`config.mk`:
```
export PLATFORM = sky130hd
export DESIGN_NAME = charge_current_governor_top
export DESIGN_NICKNAME = d
export VERILOG_FILES = /design/src/sv/ccg_pkg.sv /design/src/sv/charge_current_governor_top.sv /design/src/sv/ccg_cfg_regs.sv /design/src/sv/ccg_core.sv
export VERILOG_INCLUDE_DIRS = /design/src /design/src/sv
export SDC_FILE = /design/constraint.sdc
export NUM_CORES = 1
export LEC_CHECK = 0
export ABC_AREA = 1
export CAP_MARGIN = 5
export CORE_MARGIN = 1
export CORE_UTILIZATION = 59
export DETAILED_ROUTE_END_ITERATION = 6
export DONT_BUFFER_PORTS = 1
export PLACE_DENSITY = 0.77
export SETUP_SLACK_MARGIN = 0.5
export SLEW_MARGIN = 25
export SYNTH_ARGS = -nofsm -noshare
export SYNTH_HDL_FRONTEND = slang
export SYNTH_SLANG_ARGS = --single-unit
export TNS_END_PERCENT = 5
```
`constraint.sdc`:
```
create_clock -name clk -period 13.1 [get_ports clk]
set_clock_uncertainty 0.2 [all_clocks]
set_input_delay 2.62 -clock clk [delete_from_list [all_inputs] [get_ports clk]]
set_output_delay 2.62 -clock clk [all_outputs]
set_load 0.02 [all_outputs]
```
`src/sv/assert_macros.svh`:
```
// Assertion macros used by the RTL of the charge-current governor.
`ifndef ASSERT_MACROS_SVH
`define ASSERT_MACROS_SVH

`ifndef ASSERT_OFF
// The condition must hold at every clock edge outside reset.
`define ASSERT_ALWAYS(label, clk, rst_n, cond) \
    label: assert property (@(posedge clk) disable iff (!rst_n) (cond)) \
        else $error("assertion failed: condition does not hold");
// The consequent must hold in the cycle after the antecedent.
`define ASSERT_NEXT(label, clk, rst_n, ante, cons) \
    label: assert property (@(posedge clk) disable iff (!rst_n) (ante) |=> (cons)) \
        else $error("assertion failed: consequence missing in next cycle");
`else
`define ASSERT_ALWAYS(label, clk, rst_n, cond)
`define ASSERT_NEXT(label, clk, rst_n, ante, cons)
`endif

`endif

```
`src/sv/ccg_pkg.sv`:
```
// Types, codes and constants of the charge-current governor.
`timescale 1ns / 1ps

package ccg_pkg;

    localparam int CUR_W  = 22;
    localparam int VOLT_W = 23;
    localparam int TEMP_W = 12;
    localparam int NUM_ZONES = 5;

    typedef enum logic [1:0] {
        OP_BATTERY = 2'd0,
        OP_VOLTAGE = 2'd1,
        OP_CHARGER = 2'd2,
        OP_DISPLAY = 2'd3
    } op_t;

    typedef enum logic [2:0] {
        ZONE_COLD = 3'd0,
        ZONE_COOL = 3'd1,
        ZONE_GOOD = 3'd2,
        ZONE_WARM = 3'd3,
        ZONE_HOT  = 3'd4
    } zone_t;

    typedef enum logic [1:0] {
        REASON_DEFAULT = 2'd0,
        REASON_DISPLAY = 2'd1,
        REASON_STEP    = 2'd2,
        REASON_THERMAL = 2'd3
    } reason_t;

    // Register indexes on the configuration port.
    localparam logic [2:0] CFG_STEP_VOLTAGE    = 3'd0;
    localparam logic [2:0] CFG_STEP_CURRENT    = 3'd1;
    localparam logic [2:0] CFG_DISPLAY_CURRENT = 3'd2;
    localparam logic [2:0] CFG_DEFAULT_CURRENT = 3'd3;
    localparam logic [2:0] CFG_REDUCED_CURRENT = 3'd4;
    localparam logic [2:0] CFG_NORMAL_FLOAT    = 3'd5;
    localparam logic [2:0] CFG_LIMITED_FLOAT   = 3'd6;

    // Register values after reset.
    localparam logic [VOLT_W-1:0] RST_STEP_VOLTAGE    = 23'd4200000;
    localparam logic [CUR_W-1:0]  RST_STEP_CURRENT    = 22'd2400000;
    localparam logic [CUR_W-1:0]  RST_DISPLAY_CURRENT = 22'd1000000;
    localparam logic [CUR_W-1:0]  RST_DEFAULT_CURRENT = 22'd3550000;
    localparam logic [CUR_W-1:0]  RST_REDUCED_CURRENT = 22'd710000;
    localparam logic [VOLT_W-1:0] RST_NORMAL_FLOAT    = 23'd4400000;
    localparam logic [VOLT_W-1:0] RST_LIMITED_FLOAT   = 23'd4100000;

    // Zone bands in tenths of a degree: lower bound inclusive, upper exclusive.
    // The lower bound of cold and the upper bound of hot are never consulted.
    localparam logic signed [TEMP_W-1:0] ZONE_LO [NUM_ZONES] =
        '{12'sd0, 12'sd0, 12'sd200, 12'sd430, 12'sd530};
    localparam logic signed [TEMP_W-1:0] ZONE_HI [NUM_ZONES] =
        '{12'sd20, 12'sd220, 12'sd450, 12'sd550, 12'sd0};

    typedef struct packed {
        logic [VOLT_W-1:0] step_voltage;
        logic [CUR_W-1:0]  step_current;
        logic [CUR_W-1:0]  display_current;
        logic [CUR_W-1:0]  default_current;
        logic [CUR_W-1:0]  reduced_current;
        logic [VOLT_W-1:0] normal_float_voltage;
        logic [VOLT_W-1:0] limited_float_voltage;
    } cfg_t;

    typedef struct packed {
        op_t                      operation;
        logic signed [TEMP_W-1:0] temperature;
        logic                     charge_full;
        logic [VOLT_W-1:0]        voltage;
        logic                     charger_present;
        logic                     display_on;
    } item_t;

    typedef struct packed {
        logic [CUR_W-1:0]  current_limit;
        reason_t           current_reason;
        logic              current_changed;
        logic [VOLT_W-1:0] float_voltage;
        logic              float_changed;
        zone_t             thermal_zone;
        logic              wake_hold;
    } result_t;

endpackage

```
`src/sv/charge_current_governor_top.sv`:
```
// Top level of the charge-current governor: stream ports and item registers.
`timescale 1ns / 1ps
`include "assert_macros.svh"

// Charge-current governor.
// Each battery event enters on the s_ stream; operation travels in s_tuser
// and the event's fields in s_tdata. One result leaves on the m_ stream for
// every event, carrying the current limit, its reason, change flags, the float
// voltage, the thermal zone and the wake-hold request.
// An accepted item is held in an input register; in the next cycle the zone
// walk and the four-way vote minimum run on it and the state and the output
// register are written together when advance is high, which sets m_tvalid.
// One item is accepted per cycle while the output is taken.
// If the receiver stalls, the result waits in the output register and one
// more item waits in the input register; s_tready then falls until the
// output is taken.
// Configuration registers are written through cfg_wen, cfg_index and cfg_wdata;
// the user must write them only in a cycle in which no item is in flight; the block does not enforce this.
// Reset empties both registers, returns the configuration to its defaults and
// puts the zone to good with all flags clear and no limit applied yet.
module charge_current_governor_top (
    input  logic                       clk,
    input  logic                       rst_n,
    input  logic                       cfg_wen,
    input  logic [2:0]                 cfg_index,
    input  logic [ccg_pkg::VOLT_W-1:0] cfg_wdata,
    input  logic                       s_tvalid,
    output logic                       s_tready,
    // temperature[11:0], charge_full[12], voltage[35:13], charger_present[36],
    // display_on[37], zero[39:38]
    input  logic [39:0]                s_tdata,
    // operation[1:0]
    input  logic [1:0]                 s_tuser,
    output logic                       m_tvalid,
    input  logic                       m_tready,
    // current_limit[21:0], current_reason[23:22], current_changed[24],
    // float_voltage[47:25], float_changed[48], thermal_zone[51:49],
    // wake_hold[52], zero[55:53]
    output logic [55:0]                m_tdata
);

    ccg_pkg::cfg_t    cfg;
    ccg_pkg::item_t   in_item_reg;
    logic             in_valid_reg, in_valid_next;
    ccg_pkg::result_t out_reg;
    logic             out_valid_reg, out_valid_next;
    ccg_pkg::result_t result;
    logic             advance;
    logic             s_accept;

    ccg_cfg_regs u_cfg (
        .clk       (clk),
        .rst_n     (rst_n),
        .cfg_wen   (cfg_wen),
        .cfg_index (cfg_index),
        .cfg_wdata (cfg_wdata),
        .cfg       (cfg)
    );

    ccg_core u_core (
        .clk     (clk),
        .rst_n   (rst_n),
        .advance (advance),
        .item    (in_item_reg),
        .cfg     (cfg),
        .result  (result)
    );

    assign advance  = in_valid_reg && (!out_valid_reg || m_tready);
    assign s_tready = !in_valid_reg || advance;
    assign s_accept = s_tvalid && s_tready;

    always_comb
    begin
        in_valid_next = in_valid_reg;
        if (s_accept)
            in_valid_next = 1'b1;
        else if (advance)
            in_valid_next = 1'b0;

        out_valid_next = out_valid_reg;
        if (advance)
            out_valid_next = 1'b1;
        else if (m_tready)
            out_valid_next = 1'b0;
    end

    always_ff @(posedge clk or negedge rst_n)
    begin
        if (!rst_n)
        begin
            in_valid_reg  <= 1'b0;
            out_valid_reg <= 1'b0;
        end
        else
        begin
            in_valid_reg  <= in_valid_next;
            out_valid_reg <= out_valid_next;
        end
    end

    always_ff @(posedge clk)
    begin
        if (s_accept)
        begin
            in_item_reg.operation       <= ccg_pkg::op_t'(s_tuser);
            in_item_reg.temperature     <= s_tdata[11:0];
            in_item_reg.charge_full     <= s_tdata[12];
            in_item_reg.voltage         <= s_tdata[35:13];
            in_item_reg.charger_present <= s_tdata[36];
            in_item_reg.display_on      <= s_tdata[37];
        end
        if (advance)
            out_reg <= result;
    end

    assign m_tvalid = out_valid_reg;
    assign m_tdata  = {3'b000, out_reg.wake_hold, out_reg.thermal_zone,
                       out_reg.float_changed, out_reg.float_voltage,
                       out_reg.current_changed, out_reg.current_reason,
                       out_reg.current_limit};

    `ASSERT_NEXT(a_advance_fills_output, clk, rst_n, advance, out_valid_reg)
    `ASSERT_ALWAYS(a_zone_in_range, clk, rst_n,
        !out_valid_reg || out_reg.thermal_zone <= ccg_pkg::ZONE_HOT)
    `ASSERT_ALWAYS(a_thermal_reason_zone, clk, rst_n,
        !out_valid_reg || out_reg.current_reason != ccg_pkg::REASON_THERMAL ||
        out_reg.thermal_zone != ccg_pkg::ZONE_GOOD)
    `ASSERT_ALWAYS(a_limit_below_default, clk, rst_n,
        !advance || result.current_limit <= cfg.default_current)

endmodule

```
`src/sv/ccg_cfg_regs.sv`:
```
// Configuration register file of the charge-current governor.
`timescale 1ns / 1ps

module ccg_cfg_regs (
    input  logic                       clk,
    input  logic                       rst_n,
    input  logic                       cfg_wen,
    input  logic [2:0]                 cfg_index,
    input  logic [ccg_pkg::VOLT_W-1:0] cfg_wdata,
    output ccg_pkg::cfg_t              cfg
);

    ccg_pkg::cfg_t cfg_reg;
    ccg_pkg::cfg_t cfg_next;

    always_comb
    begin
        cfg_next = cfg_reg;
        if (cfg_wen)
        begin
            case (cfg_index)
                ccg_pkg::CFG_STEP_VOLTAGE:    cfg_next.step_voltage = cfg_wdata;
                ccg_pkg::CFG_STEP_CURRENT:
                    cfg_next.step_current = cfg_wdata[ccg_pkg::CUR_W-1:0];
                ccg_pkg::CFG_DISPLAY_CURRENT:
                    cfg_next.display_current = cfg_wdata[ccg_pkg::CUR_W-1:0];
                ccg_pkg::CFG_DEFAULT_CURRENT:
                    cfg_next.default_current = cfg_wdata[ccg_pkg::CUR_W-1:0];
                ccg_pkg::CFG_REDUCED_CURRENT:
                    cfg_next.reduced_current = cfg_wdata[ccg_pkg::CUR_W-1:0];
                ccg_pkg::CFG_NORMAL_FLOAT:    cfg_next.normal_float_voltage = cfg_wdata;
                ccg_pkg::CFG_LIMITED_FLOAT:   cfg_next.limited_float_voltage = cfg_wdata;
                default:                      cfg_next = cfg_reg;
            endcase
        end
    end

    always_ff @(posedge clk or negedge rst_n)
    begin
        if (!rst_n)
        begin
            cfg_reg.step_voltage          <= ccg_pkg::RST_STEP_VOLTAGE;
            cfg_reg.step_current          <= ccg_pkg::RST_STEP_CURRENT;
            cfg_reg.display_current       <= ccg_pkg::RST_DISPLAY_CURRENT;
            cfg_reg.default_current       <= ccg_pkg::RST_DEFAULT_CURRENT;
            cfg_reg.reduced_current       <= ccg_pkg::RST_REDUCED_CURRENT;
            cfg_reg.normal_float_voltage  <= ccg_pkg::RST_NORMAL_FLOAT;
            cfg_reg.limited_float_voltage <= ccg_pkg::RST_LIMITED_FLOAT;
        end
        else
        begin
            cfg_reg <= cfg_next;
        end
    end

    assign cfg = cfg_reg;

endmodule

```
`src/sv/ccg_core.sv`:
```
// Governor state, zone walk and current-vote selection for one item.
`timescale 1ns / 1ps

module ccg_core (
    input  logic             clk,
    input  logic             rst_n,
    input  logic             advance,
    input  ccg_pkg::item_t   item,
    input  ccg_pkg::cfg_t    cfg,
    output ccg_pkg::result_t result
);

    ccg_pkg::zone_t            zone_reg, zone_next;
    logic                      step_reg, step_next;
    logic                      display_reg, display_next;
    logic                      present_reg, present_next;
    logic                      full_reg, full_next;
    logic [ccg_pkg::CUR_W-1:0] applied_reg;
    logic                      applied_valid_reg;

    ccg_pkg::zone_t            walk;
    logic                      walk_done;
    logic [ccg_pkg::CUR_W-1:0] lim;
    logic [ccg_pkg::CUR_W-1:0] thermal_vote;
    ccg_pkg::reason_t          reason;
    logic                      float_chg;

    // The zone moves one band per step towards the temperature; five steps
    // cover any distance between the outermost zones.
    always_comb
    begin
        walk      = zone_reg;
        walk_done = 1'b0;
        for (int i = 0; i < ccg_pkg::NUM_ZONES; i++)
        begin
            if (!walk_done)
            begin
                if (walk != ccg_pkg::ZONE_COLD && item.temperature < ccg_pkg::ZONE_LO[walk])
                    walk = ccg_pkg::zone_t'(walk - 3'd1);
                else if (walk != ccg_pkg::ZONE_HOT &&
                         item.temperature >= ccg_pkg::ZONE_HI[walk])
                    walk = ccg_pkg::zone_t'(walk + 3'd1);
                else
                    walk_done = 1'b1;
            end
        end
    end

    always_comb
    begin
        zone_next    = zone_reg;
        step_next    = step_reg;
        display_next = display_reg;
        present_next = present_reg;
        full_next    = full_reg;
        case (item.operation)
            ccg_pkg::OP_BATTERY:
            begin
                full_next = item.charge_full;
                zone_next = walk;
            end
            ccg_pkg::OP_VOLTAGE:
            begin
                if (!present_reg)
                    step_next = 1'b0;
                else if (item.voltage >= cfg.step_voltage)
                    step_next = 1'b1;
            end
            ccg_pkg::OP_CHARGER:
            begin
                present_next = item.charger_present;
                if (!item.charger_present)
                    step_next = 1'b0;
            end
            ccg_pkg::OP_DISPLAY:
            begin
                display_next = item.display_on;
            end
            default:
            begin
                zone_next = zone_reg;
            end
        endcase
    end

    assign float_chg = (zone_reg >= ccg_pkg::ZONE_WARM) != (zone_next >= ccg_pkg::ZONE_WARM);

    // Cold and hot stop charging outright; cool and warm reduce it.
    assign thermal_vote = (zone_next == ccg_pkg::ZONE_COLD || zone_next == ccg_pkg::ZONE_HOT) ?
                          '0 : cfg.reduced_current;

    // Strict less-than at each stage keeps ties with the lower reason.
    always_comb
    begin
        lim    = cfg.default_current;
        reason = ccg_pkg::REASON_DEFAULT;
        if (display_next && cfg.display_current < lim)
        begin
            lim    = cfg.display_current;
            reason = ccg_pkg::REASON_DISPLAY;
        end
        if (step_next && cfg.step_current < lim)
        begin
            lim    = cfg.step_current;
            reason = ccg_pkg::REASON_STEP;
        end
        if (zone_next != ccg_pkg::ZONE_GOOD && thermal_vote < lim)
        begin
            lim    = thermal_vote;
            reason = ccg_pkg::REASON_THERMAL;
        end
    end

    always_ff @(posedge clk or negedge rst_n)
    begin
        if (!rst_n)
        begin
            zone_reg          <= ccg_pkg::ZONE_GOOD;
            step_reg          <= 1'b0;
            display_reg       <= 1'b0;
            present_reg       <= 1'b0;
            full_reg          <= 1'b0;
            applied_reg       <= '0;
            applied_valid_reg <= 1'b0;
        end
        else if (advance)
        begin
            zone_reg          <= zone_next;
            step_reg          <= step_next;
            display_reg       <= display_next;
            present_reg       <= present_next;
            full_reg          <= full_next;
            applied_reg       <= lim;
            applied_valid_reg <= 1'b1;
        end
    end

    always_comb
    begin
        result.current_limit   = lim;
        result.current_reason  = reason;
        result.current_changed = !applied_valid_reg || (lim != applied_reg);
        result.float_voltage   = (zone_next >= ccg_pkg::ZONE_WARM) ?
                                 cfg.limited_float_voltage : cfg.normal_float_voltage;
        result.float_changed   = float_chg;
        result.thermal_zone    = zone_next;
        result.wake_hold       = present_next && !full_next;
    end

endmodule
```
==> metrics.md <==
| Metric | Value |
|---|---|
| Result of the run | complete, but fails checks |
| Largest family of logic cells by synthesized area | simple AND/OR/NAND/NOR gates |
| GRT overflow | 0 |
| Die height | 171 µm |
| Core ar. | roughly 28,000 µm² |
| Xor and xnor area share after synthesis | less than 1% |
| Dpl hpwl | slightly below 30,000 µm |
| Via count | 15,600 |
| Via/cell ratio | 6.05 |
| Synthesized cell area | 16,900 µm² |
| Predominant post-synthesis flop cell | dfrtp_1 |
| DRC | 7 |
| Kind of end point of the critical path | flop |
| Leading area contributor after synthesis | dfrtp_1 |
| WL per Instance | 20.6 µm |
| HP Class | flop to flop |
| Mean Syn Cell Area | 8.65 µm² |
| Seq/Total Area, Yosys | ~45% |
| Total wire length | roughly 53,000 µm |
| CTS max path bufs | 3 |
| Root buf cell | clkbuf_16 |
| RD Place Congestion | 0.922 |
| Worst path max stage delay | 0.59 ns |
| Number of placement rows | 61 |
| CTS Buf Count | 30 |
| Post-synthesis instance total | 1,948 |
| Tmin final | between 10 and 15 ns |
| Core Util, Final | between 70% and 80% |
| Crit path required time | 13.22 ns |
| Clock Pin Slew Worst Setup and Hold Paths | 0.06 ns |
| Synth top area cells | dfrtp_1 (19%), edfxtp_1 (17%), ha_1 (16%) |
| Worst-Margin Slew | 0.798 ns |
| Final #Nets | 2,463 |
| MaxCap Viol Count | 0 |
| Synth cell types | 54 |
| Max reg flops | about 160 |
| CP Class | flop to flop |
| Share of cells above drive strength 1 | 32.0% |
| Final worst-path cycle share | 109% |
| Synth async-reset ratio | between 60% and 70% |
| Initial core utilization | 60.4% |
| Final ANT Viol Nets | 0 |
| Failing checks | design-rule violations, negative setup slack |
| Synth warn | 0 |
| Number of enable flip-flop cells after synthesis | 93 |
| # IOs | 131 |
| Final WS setup | -1.21 ns |
| Number of synthesized register bits | 282 |
| Final-report max-slew violation count | 0 |
| Clock latency on the worst-skew pair | 0.58 ns |
| Synth top area share | 19.1% |
| Post-synthesis adder-cell area fraction | between 10% and 20% |
| Chip Width | 171 µm |
| RSZ-0062 raised after global routing | yes |
| Initial antenna violation count | 0 |
| Critical path arrival | 14.42 ns |
| H-Tree Level Count | 1 |
| Setup WS pre-CTS | -0.611 ns |
| Die area | roughly 29,000 µm² |
| Crit start category | flop |
| Post-Synth Simple-Gate Area | around a fifth |
| Slowest-stage cell, CP | dfstp_2 |
| Layout overhead on the synthesized area | 30.4% |
| # clock sinks | roughly 280 |
| Crit Path Max Fanout | 11 |
| Post-placement cell area | 18,400 µm² |
| First-pass DRT Iterations | 7 |
| Number of global-route vias before repair | 14,800 |
| Setup TNS Final | -34.40 ns |
| Final instance area | roughly 22,000 µm² |
| Hold Vio Cnt, Final | 0 |
| Critical Path Most Common Cell | nand2_1 |
| Setup violators final | 47 |
| Slew margin rel. | 46.2% |
| Fmax achieved | 0.0699 GHz |
| Post-synthesis compound-gate area fraction | 11.5% |
| Diodes inserted | 0 |
| Layout filler cell count | 1,628 |
| Most common cell after layout, fill and taps aside | nand2_1 |
| GRT Overall Usage | between 30% and 40% |
| First-pass GRT wire length | 74,900 µm |
| CTS tree | yes |
| Mux cell area share after synthesis | 1.66% |
| Most frequent cells in the layout | nand2_1 (470), o21ai_0 (232), buf_4 (213) |
| Largest net degree at the start of global routing | 190 |
| Initial drt markers | 1,701 |
| IO Port Bufs | 0 |
-- cell usage after synthesis, types with 23 or more instances --
master and count:
nand2_1 553, o21ai_0 247, inv_1 220, ha_1 214, dfrtp_1 129, edfxtp_1 93
nand3_1 88, a21oi_1 67, nor2_1 65, dfstp_2 60, clkbuf_1 45, mux2_2 23
-- final cells by class --
cell class                      instances  area [µm²]  area share (%)
Multi-Input combinational cell       1384        9900            45.0
Sequential cell                       282        7600            34.6
Clock inverter                         15         160           0.729
Tap cell                              378         473            2.15
Timing Repair Buffer                  252        2130            9.71
Clock buffer                           41         823            3.75
Inverter                              226         896            4.08
-- repair_timing --
| action | 4_1_cts | 5_1_grt |
|---|---|---|
| hold buffers | 0 | 0 |
| gates resized for setup | 283 | 145 |
| pin swaps | 177 | 100 |
| cloned | 5 | 1 |
| setup endpoints to repair | 47 | 47 |
| buffers inserted | 53 | 21 |
-- routing by layer --
metal	global-route usage, %	vias to the layer above	routed length, µm
li1	-	6960	-
met1	42.3	7368	20500
met2	54.2	971	24400
met3	5.25	307	4580
met4	15.0	0	3540
met5	0	-	0
-- worst max-delay path: cells and delay by family, from the launching register on --
kind	cells	cell delay, ns
AOI/OAI and AO/OA	10	1.90
xor gates and xnor gates	1	0.14
adders and majority gates	11	2.68
buffers and inverters	21	1.97
DFF	1	0.59
and+or+nand+nor	62	6.50
-- path summary, 6_finish.rpt --
path	from	endpoint	slack [ns]	cells past startpoint
hold reg to reg	u_core.applied_valid_reg	u_core.applied_valid_reg	0.27	1
setup / recovery	u_core.zone_reg[1]	m_tdata[24]	-1.21	105
min in group asynchronous	rst_n	u_core.applied_reg[13]	1.55	0
max in group asynchronous	rst_n	u_cfg.cfg[18]	10.75	0
hold / removal	u_core.applied_valid_reg	u_core.applied_valid_reg	0.27	1
setup reg to reg	u_core.zone_reg[1]	m_tdata[24]	-1.21	105
-- cells by family after synthesis --
family,count (synthesis)
simple gates,772
flops,282
xor+xnor,6
other cells,1
mux,25
compound gates,361
buf+inv,287
fa+ha+maj,214
-- stage by stage --
stage	hold slack (ns)	instances
floorplan	0.240	1950
global placement	0.254	2442
detailed placement	0.257	2442
CTS	0.273	2556
global route	0.305	2578
finish	0.271	2578
Power is not shown: default switching activity piles up to over one toggle a cycle in this logic, so the estimate is an artifact.
